--- config.mk ---
export PLATFORM = sky130hd
export DESIGN_NAME = cascaded_biquad_lowpass_top
export DESIGN_NICKNAME = d
export VERILOG_FILES = /design/src/rtl/cbl_pkg.sv /design/src/rtl/cascaded_biquad_lowpass_top.sv /design/src/rtl/cbl_sequencer.sv /design/src/rtl/cbl_datapath.sv
export VERILOG_INCLUDE_DIRS = /design/src /design/src/rtl
export SDC_FILE = /design/constraint.sdc
export NUM_CORES = 2
export LEC_CHECK = 0
export CAP_MARGIN = 20
export CORE_MARGIN = 2
export CORE_UTILIZATION = 40
export CTS_BUF_LIST = sky130_fd_sc_hd__clkbuf_4
export DETAILED_ROUTE_END_ITERATION = 10
export DONT_BUFFER_PORTS = 1
export PLACE_DENSITY = 0.65
export SYNTH_ARGS = -nofsm -noshare
export SYNTH_HDL_FRONTEND = slang
export SYNTH_SLANG_ARGS = --single-unit
--- constraint.sdc ---
create_clock -name clock -period 11.8 [get_ports clock]
set_clock_uncertainty 0.15 [all_clocks]
set_input_delay 0.59 -clock clock [delete_from_list [all_inputs] [get_ports clock]]
set_output_delay 0.59 -clock clock [all_outputs]
set_load 0.02 [all_outputs]
--- src/rtl/assert_macros.svh ---
// ---------------------------------------------------------------------------
// Assertion macros
// Shared concurrent assertion helpers for the filter RTL.
// ---------------------------------------------------------------------------
`ifndef ASSERT_MACROS_SVH
`define ASSERT_MACROS_SVH

// Property must hold at every rising clock edge outside reset
`define ASSERT_CLK(lbl, clk, rst, prop, msg) \
   lbl: assert property (@(posedge clk) disable iff (rst) (prop)) else $error(msg);

// Expression must never be true outside reset
`define ASSERT_NEVER(lbl, clk, rst, expr, msg) \
   lbl: assert property (@(posedge clk) disable iff (rst) !(expr)) else $error(msg);

`endif

--- src/rtl/cbl_pkg.sv ---
// ---------------------------------------------------------------------------
// cbl_pkg
// Types, constants, microcode table and arithmetic helpers of the cascaded
// biquad low-pass filter.
// ---------------------------------------------------------------------------
package cbl_pkg;

   // Structure
   localparam int MAX_SECTIONS         = 2;
   localparam int NUM_SECTIONS_DEFAULT = 2;

   // Field widths
   localparam int SAMPLE_W = 24;
   localparam int HIST_W   = 32;
   localparam int COEF_W   = 16;
   localparam int GAIN_W   = 16;
   localparam int CREG_W   = 64;
   localparam int MUL_B_W  = 17;
   localparam int PROD_W   = HIST_W + MUL_B_W;
   localparam int ACC_W    = 52;
   localparam int CSR_IDX_W = 2;

   // Register reset values
   localparam logic [GAIN_W-1:0] GAIN_RESET = 16'd4096;

   // Register indexes
   localparam logic [CSR_IDX_W-1:0] CSR_GAIN  = 2'd0;
   localparam logic [CSR_IDX_W-1:0] CSR_COEF0 = 2'd1;
   localparam logic [CSR_IDX_W-1:0] CSR_COEF1 = 2'd2;

   // Sequencer step addresses
   typedef logic [3:0] step_type;
   localparam step_type STEP_WAIT     = 4'd0;
   localparam step_type STEP_GAIN_MUL = 4'd1;
   localparam step_type STEP_GAIN_SAT = 4'd2;
   localparam step_type STEP_W_MUL1   = 4'd3;
   localparam step_type STEP_W_MUL2   = 4'd4;
   localparam step_type STEP_W_ACC2   = 4'd5;
   localparam step_type STEP_W_SAT    = 4'd6;
   localparam step_type STEP_Y_MUL1   = 4'd7;
   localparam step_type STEP_Y_MUL2   = 4'd8;
   localparam step_type STEP_Y_ACC2   = 4'd9;
   localparam step_type STEP_Y_SAT    = 4'd10;
   localparam step_type STEP_OUT      = 4'd11;

   // Control word fields
   typedef enum logic [1:0] {MA_SAMPLE, MA_H1, MA_H2} mul_a_type;
   typedef enum logic [2:0] {MB_GAIN, MB_C0, MB_C1, MB_C2, MB_C3} mul_b_type;
   typedef enum logic [2:0] {ACC_HOLD, ACC_LOAD_X, ACC_LOAD_W, ACC_SUB, ACC_ADD} acc_op_type;
   typedef enum logic [2:0] {WR_NONE, WR_X_GAIN, WR_W, WR_X_HIST, WR_OUT} wr_type;
   typedef enum logic [1:0] {JMP_NEXT, JMP_WAIT_IN, JMP_LOOP, JMP_HOLD_OUT} jmp_type;

   typedef struct packed {
      logic       mul_en;
      mul_a_type  mul_a;
      mul_b_type  mul_b;
      acc_op_type acc_op;
      wr_type     wr;
      jmp_type    jmp;
      step_type   target;
   } ucode_type;

   // Datapath status seen by the sequencer
   typedef struct packed {
      logic out_busy;
   } dp_status_type;

   // Configuration registers
   typedef struct packed {
      logic [GAIN_W-1:0]                   gain;
      logic [MAX_SECTIONS-1:0][CREG_W-1:0] coef;
   } cfg_type;

   // Microcode program, one control word per step
   function automatic ucode_type ucode_at(input step_type pc);
      ucode_type u;
      u.mul_en = 1'b0;
      u.mul_a  = MA_SAMPLE;
      u.mul_b  = MB_GAIN;
      u.acc_op = ACC_HOLD;
      u.wr     = WR_NONE;
      u.jmp    = JMP_NEXT;
      u.target = STEP_WAIT;
      unique case (pc)
         STEP_WAIT: begin
            u.jmp = JMP_WAIT_IN;
         end
         STEP_GAIN_MUL: begin
            u.mul_en = 1'b1;
         end
         STEP_GAIN_SAT: begin
            u.wr = WR_X_GAIN;
         end
         STEP_W_MUL1: begin
            u.mul_en = 1'b1; u.mul_a = MA_H1; u.mul_b = MB_C0; u.acc_op = ACC_LOAD_X;
         end
         STEP_W_MUL2: begin
            u.mul_en = 1'b1; u.mul_a = MA_H2; u.mul_b = MB_C1; u.acc_op = ACC_SUB;
         end
         STEP_W_ACC2: begin
            u.acc_op = ACC_SUB;
         end
         STEP_W_SAT: begin
            u.wr = WR_W;
         end
         STEP_Y_MUL1: begin
            u.mul_en = 1'b1; u.mul_a = MA_H1; u.mul_b = MB_C2; u.acc_op = ACC_LOAD_W;
         end
         STEP_Y_MUL2: begin
            u.mul_en = 1'b1; u.mul_a = MA_H2; u.mul_b = MB_C3; u.acc_op = ACC_ADD;
         end
         STEP_Y_ACC2: begin
            u.acc_op = ACC_ADD;
         end
         STEP_Y_SAT: begin
            u.wr = WR_X_HIST; u.jmp = JMP_LOOP; u.target = STEP_W_MUL1;
         end
         STEP_OUT: begin
            u.wr = WR_OUT; u.jmp = JMP_HOLD_OUT; u.target = STEP_WAIT;
         end
         default: begin
            u.jmp = JMP_HOLD_OUT; u.target = STEP_WAIT;
         end
      endcase
      return u;
   endfunction

   // Saturate a wide signed value to Q1.31
   function automatic logic [HIST_W-1:0] sat_q31(input logic signed [ACC_W-1:0] v);
      logic signed [ACC_W-1:0] hi;
      logic signed [ACC_W-1:0] lo;
      hi = ACC_W'(64'sd2147483647);
      lo = ACC_W'(-64'sd2147483648);
      if (v > hi) return hi[HIST_W-1:0];
      if (v < lo) return lo[HIST_W-1:0];
      return v[HIST_W-1:0];
   endfunction

endpackage

--- src/rtl/cascaded_biquad_lowpass_top.sv ---
// ---------------------------------------------------------------------------
// cascaded_biquad_lowpass_top
// Gain stage plus cascaded direct form II biquad sections, microcoded.
// ---------------------------------------------------------------------------
// Each accepted sample is scaled by the Q4.12 gain and run through
// NUM_SECTIONS second-order sections on one shared 32x17 multiplier under a
// microcoded step counter. From acceptance to the result register a sample
// passes two steps for the gain product, eight per section (four products,
// two accumulate-only steps and two saturations) and one to load the output.
// A new sample is taken only once the step is back in the wait state, so the
// previous sample must first be loaded into the output register. The next
// sample is taken while a result still waits in the output register; the
// sequencer only holds at the output step if that register is still full
// and not being read. History is cleared by reset; configuration writes
// never stall.
// ---------------------------------------------------------------------------
module cascaded_biquad_lowpass_top #(
   parameter int NUM_SECTIONS = cbl_pkg::NUM_SECTIONS_DEFAULT
) (
   input  logic                            clock,
   input  logic                            reset,
   input  logic                            req_tvalid,
   output logic                            req_tready,
   input  logic [cbl_pkg::SAMPLE_W-1:0]    req_tdata,   // [23:0] sample_in
   output logic                            rsp_tvalid,
   input  logic                            rsp_tready,
   output logic [cbl_pkg::SAMPLE_W-1:0]    rsp_tdata,   // [23:0] sample_out
   input  logic                            csr_valid,
   output logic                            csr_ready,
   input  logic [cbl_pkg::CSR_IDX_W-1:0]   csr_index,
   input  logic [cbl_pkg::CREG_W-1:0]      csr_data
);
   import cbl_pkg::*;

   localparam int SecW = (NUM_SECTIONS > 1) ? $clog2(NUM_SECTIONS) : 1;

   cfg_type         cfg_ff;
   ucode_type       ctrl;
   dp_status_type   status;
   logic            in_take;
   logic [SecW-1:0] sec;

   // Configuration registers, always ready to be written
   assign csr_ready = 1'b1;
   always_ff @(posedge clock) begin
      if (reset) begin
         cfg_ff.gain <= GAIN_RESET;
         cfg_ff.coef <= '0;
      end else if (csr_valid && csr_ready) begin
         unique case (csr_index)
            CSR_GAIN:  cfg_ff.gain    <= csr_data[GAIN_W-1:0];
            CSR_COEF0: cfg_ff.coef[0] <= csr_data;
            CSR_COEF1: cfg_ff.coef[1] <= csr_data;
            default:   ;
         endcase
      end
   end

   cbl_sequencer #(.NUM_SECTIONS(NUM_SECTIONS)) u_seq (
      .clock      (clock),
      .reset      (reset),
      .req_tvalid (req_tvalid),
      .req_tready (req_tready),
      .status     (status),
      .ctrl       (ctrl),
      .in_take    (in_take),
      .sec        (sec)
   );

   cbl_datapath #(.NUM_SECTIONS(NUM_SECTIONS)) u_dp (
      .clock      (clock),
      .reset      (reset),
      .ctrl       (ctrl),
      .sec        (sec),
      .in_take    (in_take),
      .cfg        (cfg_ff),
      .req_tdata  (req_tdata),
      .rsp_tvalid (rsp_tvalid),
      .rsp_tready (rsp_tready),
      .rsp_tdata  (rsp_tdata),
      .status     (status)
   );

endmodule

--- src/rtl/cbl_sequencer.sv ---
// ---------------------------------------------------------------------------
// cbl_sequencer
// Step counter, section counter and microcode table; issues one control
// word per cycle to the datapath.
// ---------------------------------------------------------------------------
`include "assert_macros.svh"

module cbl_sequencer #(
   parameter  int NUM_SECTIONS = cbl_pkg::NUM_SECTIONS_DEFAULT,
   localparam int SecW = (NUM_SECTIONS > 1) ? $clog2(NUM_SECTIONS) : 1
) (
   input  logic                  clock,
   input  logic                  reset,
   input  logic                  req_tvalid,
   output logic                  req_tready,
   input  cbl_pkg::dp_status_type status,
   output cbl_pkg::ucode_type    ctrl,
   output logic                  in_take,
   output logic [SecW-1:0]       sec
);
   import cbl_pkg::*;

   step_type        pc_ff, pc_in;
   logic [SecW-1:0] sec_ff, sec_in;

   // Control word of the current step
   assign ctrl       = ucode_at(pc_ff);
   assign req_tready = (ctrl.jmp == JMP_WAIT_IN);
   assign in_take    = req_tvalid && req_tready;
   assign sec        = sec_ff;

   // Next step and section
   always_comb begin
      pc_in  = pc_ff;
      sec_in = sec_ff;
      unique case (ctrl.jmp)
         JMP_NEXT: begin
            pc_in = pc_ff + 1'b1;
         end
         JMP_WAIT_IN: begin
            if (in_take) pc_in = pc_ff + 1'b1;
         end
         JMP_LOOP: begin
            if (sec_ff == SecW'(NUM_SECTIONS - 1)) begin
               sec_in = '0;
               pc_in  = pc_ff + 1'b1;
            end else begin
               sec_in = sec_ff + 1'b1;
               pc_in  = ctrl.target;
            end
         end
         JMP_HOLD_OUT: begin
            if (!status.out_busy) pc_in = ctrl.target;
         end
         default: begin
            pc_in = STEP_WAIT;
         end
      endcase
   end

   always_ff @(posedge clock) begin
      if (reset) begin
         pc_ff  <= STEP_WAIT;
         sec_ff <= '0;
      end else begin
         pc_ff  <= pc_in;
         sec_ff <= sec_in;
      end
   end

   // Checks
   `ASSERT_CLK(a_sec_range, clock, reset, sec_ff <= SecW'(NUM_SECTIONS - 1), "section out of range")
   `ASSERT_CLK(a_take_starts, clock, reset, in_take |=> pc_ff == STEP_GAIN_MUL, "sample not started")
   `ASSERT_CLK(a_wait_sec0, clock, reset, (pc_ff == STEP_WAIT) |-> (sec_ff == '0), "section left set")

endmodule

--- src/rtl/cbl_datapath.sv ---
// ---------------------------------------------------------------------------
// cbl_datapath
// Shared multiplier, accumulator, saturation, section history and the
// output register, all driven by the sequencer's control word.
// ---------------------------------------------------------------------------
`include "assert_macros.svh"

module cbl_datapath #(
   parameter  int NUM_SECTIONS = cbl_pkg::NUM_SECTIONS_DEFAULT,
   localparam int SecW = (NUM_SECTIONS > 1) ? $clog2(NUM_SECTIONS) : 1
) (
   input  logic                          clock,
   input  logic                          reset,
   input  cbl_pkg::ucode_type            ctrl,
   input  logic [SecW-1:0]               sec,
   input  logic                          in_take,
   input  cbl_pkg::cfg_type              cfg,
   input  logic [cbl_pkg::SAMPLE_W-1:0]  req_tdata,   // [23:0] sample_in
   output logic                          rsp_tvalid,
   input  logic                          rsp_tready,
   output logic [cbl_pkg::SAMPLE_W-1:0]  rsp_tdata,   // [23:0] sample_out
   output cbl_pkg::dp_status_type        status
);
   import cbl_pkg::*;

   logic signed [SAMPLE_W-1:0] sample_ff;
   logic signed [PROD_W-1:0]   prod_ff;
   logic signed [ACC_W-1:0]    acc_ff, acc_in;
   logic signed [HIST_W-1:0]   x_ff, w_ff;
   logic signed [HIST_W-1:0]   h1_ff [NUM_SECTIONS];
   logic signed [HIST_W-1:0]   h2_ff [NUM_SECTIONS];
   logic [SAMPLE_W-1:0]        out_ff;
   logic                       out_vld_ff, out_vld_in;

   logic signed [HIST_W-1:0]   mul_a;
   logic signed [MUL_B_W-1:0]  mul_b;
   logic [CREG_W-1:0]          creg;
   logic signed [ACC_W-1:0]    prod_ext, x_ext, w_ext;
   logic                       out_load;

   assign creg     = cfg.coef[sec];
   assign prod_ext = ACC_W'(prod_ff);
   assign x_ext    = {{(ACC_W - HIST_W - 13){x_ff[HIST_W-1]}}, x_ff, 13'd0};
   assign w_ext    = {{(ACC_W - HIST_W - 13){w_ff[HIST_W-1]}}, w_ff, 13'd0};

   // Multiplier operand select
   always_comb begin
      unique case (ctrl.mul_a)
         MA_SAMPLE: mul_a = HIST_W'(sample_ff);
         MA_H1:     mul_a = h1_ff[sec];
         MA_H2:     mul_a = h2_ff[sec];
         default:   mul_a = '0;
      endcase
      unique case (ctrl.mul_b)
         MB_GAIN: mul_b = {1'b0, cfg.gain};
         MB_C0:   mul_b = MUL_B_W'(signed'(creg[15:0]));
         MB_C1:   mul_b = MUL_B_W'(signed'(creg[31:16]));
         MB_C2:   mul_b = MUL_B_W'(signed'(creg[47:32]));
         MB_C3:   mul_b = MUL_B_W'(signed'(creg[63:48]));
         default: mul_b = '0;
      endcase
   end

   // Accumulator
   always_comb begin
      unique case (ctrl.acc_op)
         ACC_HOLD:   acc_in = acc_ff;
         ACC_LOAD_X: acc_in = x_ext;
         ACC_LOAD_W: acc_in = w_ext;
         ACC_SUB:    acc_in = acc_ff - prod_ext;
         ACC_ADD:    acc_in = acc_ff + prod_ext;
         default:    acc_in = acc_ff;
      endcase
   end

   // Output register handshake
   assign status.out_busy = out_vld_ff && !rsp_tready;
   assign out_load        = (ctrl.wr == WR_OUT) && !status.out_busy;
   always_comb begin
      out_vld_in = out_vld_ff && !rsp_tready;
      if (out_load) out_vld_in = 1'b1;
   end
   assign rsp_tvalid = out_vld_ff;
   assign rsp_tdata  = out_ff;

   // Payload registers
   always_ff @(posedge clock) begin
      if (in_take) sample_ff <= req_tdata;
      if (ctrl.mul_en) prod_ff <= PROD_W'(mul_a * mul_b);
      acc_ff <= acc_in;
      unique case (ctrl.wr)
         WR_X_GAIN: x_ff <= sat_q31(prod_ext >>> 4);
         WR_W:      w_ff <= sat_q31(acc_ff >>> 13);
         WR_X_HIST: x_ff <= sat_q31(acc_ff >>> 13);
         WR_OUT:    if (out_load) out_ff <= x_ff[HIST_W-1:HIST_W-SAMPLE_W];
         WR_NONE:   ;
         default:   ;
      endcase
   end

   // Section history, cleared at reset
   always_ff @(posedge clock) begin
      if (reset) begin
         for (int i = 0; i < NUM_SECTIONS; i++) begin
            h1_ff[i] <= '0;
            h2_ff[i] <= '0;
         end
      end else if (ctrl.wr == WR_X_HIST) begin
         h2_ff[sec] <= h1_ff[sec];
         h1_ff[sec] <= w_ff;
      end
   end

   always_ff @(posedge clock) begin
      if (reset) out_vld_ff <= 1'b0;
      else       out_vld_ff <= out_vld_in;
   end

   // Checks
   `ASSERT_CLK(a_out_load_valid, clock, reset, out_load |=> rsp_tvalid, "result not presented")
   `ASSERT_CLK(a_hist_hold, clock, reset, (ctrl.wr != WR_X_HIST) |=> $stable(h1_ff[0]), "history moved")
   `ASSERT_CLK(a_rsp_hold, clock, reset, (rsp_tvalid && !rsp_tready) |=> (rsp_tvalid && $stable(rsp_tdata)), "result dropped")

endmodule
==> results.toml <==
[cells_and_area]
utilization_pct = 45.0
fin_area_mm2 = 0.0473
drive_above_1_share_pct = 8.03
nets = 5412
area_delta_synth_final_pct = 11.6

[sta]
setup-violations-final = 0
setup_tns_ns = 0
max_slew_margin_pct = 26.2
rsz0062_at_grt = "false"
max_freq_mhz = 99.4
whs_ns = 0.120
hold_viol = 0
timing.final.crit_share_pct = 85.3
tightest_slew_ns = 1.10
slew_viol_final = 0
min_period_ns = 10.07

[worst_setup_path]
crit_top_cell = "fa_1"
required_ns = 12.51
crit_start = "u_seq.pc_ff[0]"
path_max_fanout = 30
cp.arrival_ns = 10.77
critical_path_class = "register to register"
critPathLaunchType = "register"
r2r_setup_slack_ns = 1.73
r2r_end = "u_dp.prod_ff[48]"
rr_worst_depth = 28
r2r_start = "u_seq.pc_ff[0]"
critPathCaptureType = "register"
slowest_stage = "mux2_2"
slowest_delay_ns = 0.70

[placement]
dpl_cell_area_mm2 = 0.0441
portBuffers = 0
dp_hpwl_um = 96300
routabilityCongestion = 0.930

[synth]
seq_area_frac_synth_pct = 31.3
ys_seq_elements = 492
synth_flop_cell = "edfxtp_1"
ys_types = 84
synthArstFlopShare_pct = 0
synth_top_cells_by_count = "inv_1, nand2_1, nor2_1"
synthesis.area_mm2 = 0.0423
synth_area_leader_cell = "fa_1"
synth.most_common_cell = "inv_1"
synth-edff-count = 341
synth.net_count = 5298
yosys.area.top_type_share_pct = 24.7
syn_area_per_cell_um2 = 9.39
netlist_top_cells_area = "fa_1, edfxtp_1, dfxtp_1, inv_1, nand2_1"
syn_inst = 4510
ys_warn_count = 0

[worst_hold_path]
hold_class = "primary input to register"
min-delay-start = "req_tdata[1]"
hold_depth = 1
worstHoldEndpoint = "u_dp.sample_ff[1]"

[global_routing]
first_global_vias = 34378
grt_max_degree = 157
track_usage_pct = 24.5
grt_pass1_wl_um = 204000
grt_overflow = 0
antenna_found_initial = 8

[floorplan]
fp-row-count = 119
io_pins = 122
die_w_um = 329
core-area_mm2 = 0.105
dieHeight_um = 329
die_area_mm2 = 0.108
start_util_pct = 40.3

[power]
p_clk_share_pct = 16.3
power_uw = 10400
seqPwrFrac_pct = 24.4
p_leak_uw = 0.0202
power_frac_comb_pct = 59.3
power_switching_uw = 5060
vdd_drop_max_uv = 124
switching_share_pct = 48.5
intPower_uw = 5380
powerDensity_mw_per_mm2 = 221

[route]
dr.first_iter.drc_count = 3030
drt_wl_total_um = 130000
vias_per_cell = 5.46
drt.antenna.violating_nets = 0
vias = 33466
drc = 0
post_drt_wl_per_cell_um = 21.2
drt_first_pass_iters = 9

[clock_tree]
post_cts_buffers = 0
cts_tree = "yes"
htreeDepth = 4
clock_latency_ns = 1.10
clk_path_buf_depth = 3
clkSinkCount = 492
cts.clk_slew.worst_paths_ns = 0.07
cts.root.buffer_cell = "clkbuf_4"
cts_buffers = 138

[job]
drv_cap = 0

[outcome]
status = "finished clean"
[stage by stage]
step	setup WS (ns)	instances
after CTS	1.79	6120
final	1.73	6131
after global routing	1.14	6126
after detailed placement	1.75	5746
after floorplan	3.27	4510
after global placement	2.00	5746
[final cells by class]
cell class / count / area, um2
clock inverter: 41 / 323
multi-input combinational: 3168 / 26100
inverter: 618 / 2320
timing repair buffer: 206 / 1900
clock buffer: 205 / 1540
antenna: 10 / 25.0
sequential: 492 / 13300
fill: 10225 / 57900
tap: 1391 / 1740
[worst max-delay path by stage]
| stage | end | slack, ns | depth (start not counted) |
|---|---|---|---|
| floorplan | u_dp.prod_ff[45] | 3.27 | 28 |
| global route | u_dp.prod_ff[46] | 1.14 | 28 |
| detailed placement | u_dp.prod_ff[48] | 1.75 | 28 |
| CTS | u_dp.prod_ff[48] | 1.79 | 28 |
| global placement | u_dp.prod_ff[40] | 2.00 | 28 |
| finish | u_dp.prod_ff[48] | 1.73 | 28 |
[cells by family after synthesis]
logic type	Yosys count	synth area share, %
other	1	0.00886
buffers and inverters	850	7.68
AND/OR/NAND/NOR	1469	15.0
XOR/XNOR	134	2.79
adder cells (fa/ha/maj)	693	29.7
flip-flops	492	31.3
multiplexers	74	1.76
AO/OA/AOI/OAI	797	11.7
[metal layers]
metal,global-route usage [%],vias up,share of wire (%)
li1,-,15120,-
met1,33.7,16787,43
met2,38.6,1301,46
met3,5.31,252,8.1
met4,8.07,6,3.2
met5,0,-,0.034
[sequential cells by signal, indices dropped and copies added, names as in the netlist, 4 cells and up, named ones only]
| register | flops |
|---|---|
| u_dp.x_ff | 32 |
| u_dp.h2_ff | 64 |
| u_dp.sample_ff | 24 |
| u_dp.h1_ff | 64 |
| u_dp.rsp_tdata | 24 |
| cfg_ff | 144 |
| u_dp.w_ff | 32 |
| u_dp.acc_ff | 52 |
| u_seq.pc_ff | 4 |
| u_dp.prod_ff | 49 |
[worst max-delay path: cells and delay by family, from the launching register on]
| family | cells | cell delay [ns] |
|---|---|---|
| AND/OR/NAND/NOR | 4 | 1.01 |
| multiplexers | 1 | 0.70 |
| buffers and inverters | 5 | 0.82 |
| adder cells (fa/ha/maj) | 8 | 3.93 |
| flip-flops | 1 | 0.41 |
| XOR/XNOR | 1 | 0.10 |
| AO/OA/AOI/OAI | 9 | 2.74 |
[layout by cell type, fill, tap and decap left out, types with 34 or more instances in the layout]
cell type / count
xnor2_1: 91
mux2i_1: 72
dfxtp_1: 149
clkbuf_4: 205
inv_1: 618
edfxtp_1: 341
a21o_1: 36
and2_1: 80
dlygate4sd3_1: 127
buf_4: 77
ha_1: 171
xor2_1: 42
fa_1: 522
a21oi_1: 373
a22oi_1: 34
nor2_1: 540
o21ai_0: 97
nand2_1: 601
[timing repair]
item,4_1_cts,5_1_grt
hold buffers,128,0
gates resized for setup,0,0
endpoints found under the hold margin,250,0
[power by group through the flow]
stage          registers [uW]  logic, uW  clock network [uW]
2_1_floorplan            2430       4290                   0
3_3_place_gp             2560       6010                   0
3_5_place_dp             2560       5980                   0
4_1_cts                  2530       6140                1750
5_1_grt                  2560       6910                1840
6_report                 2550       6190                1700
(Power assumes the default switching activity.)
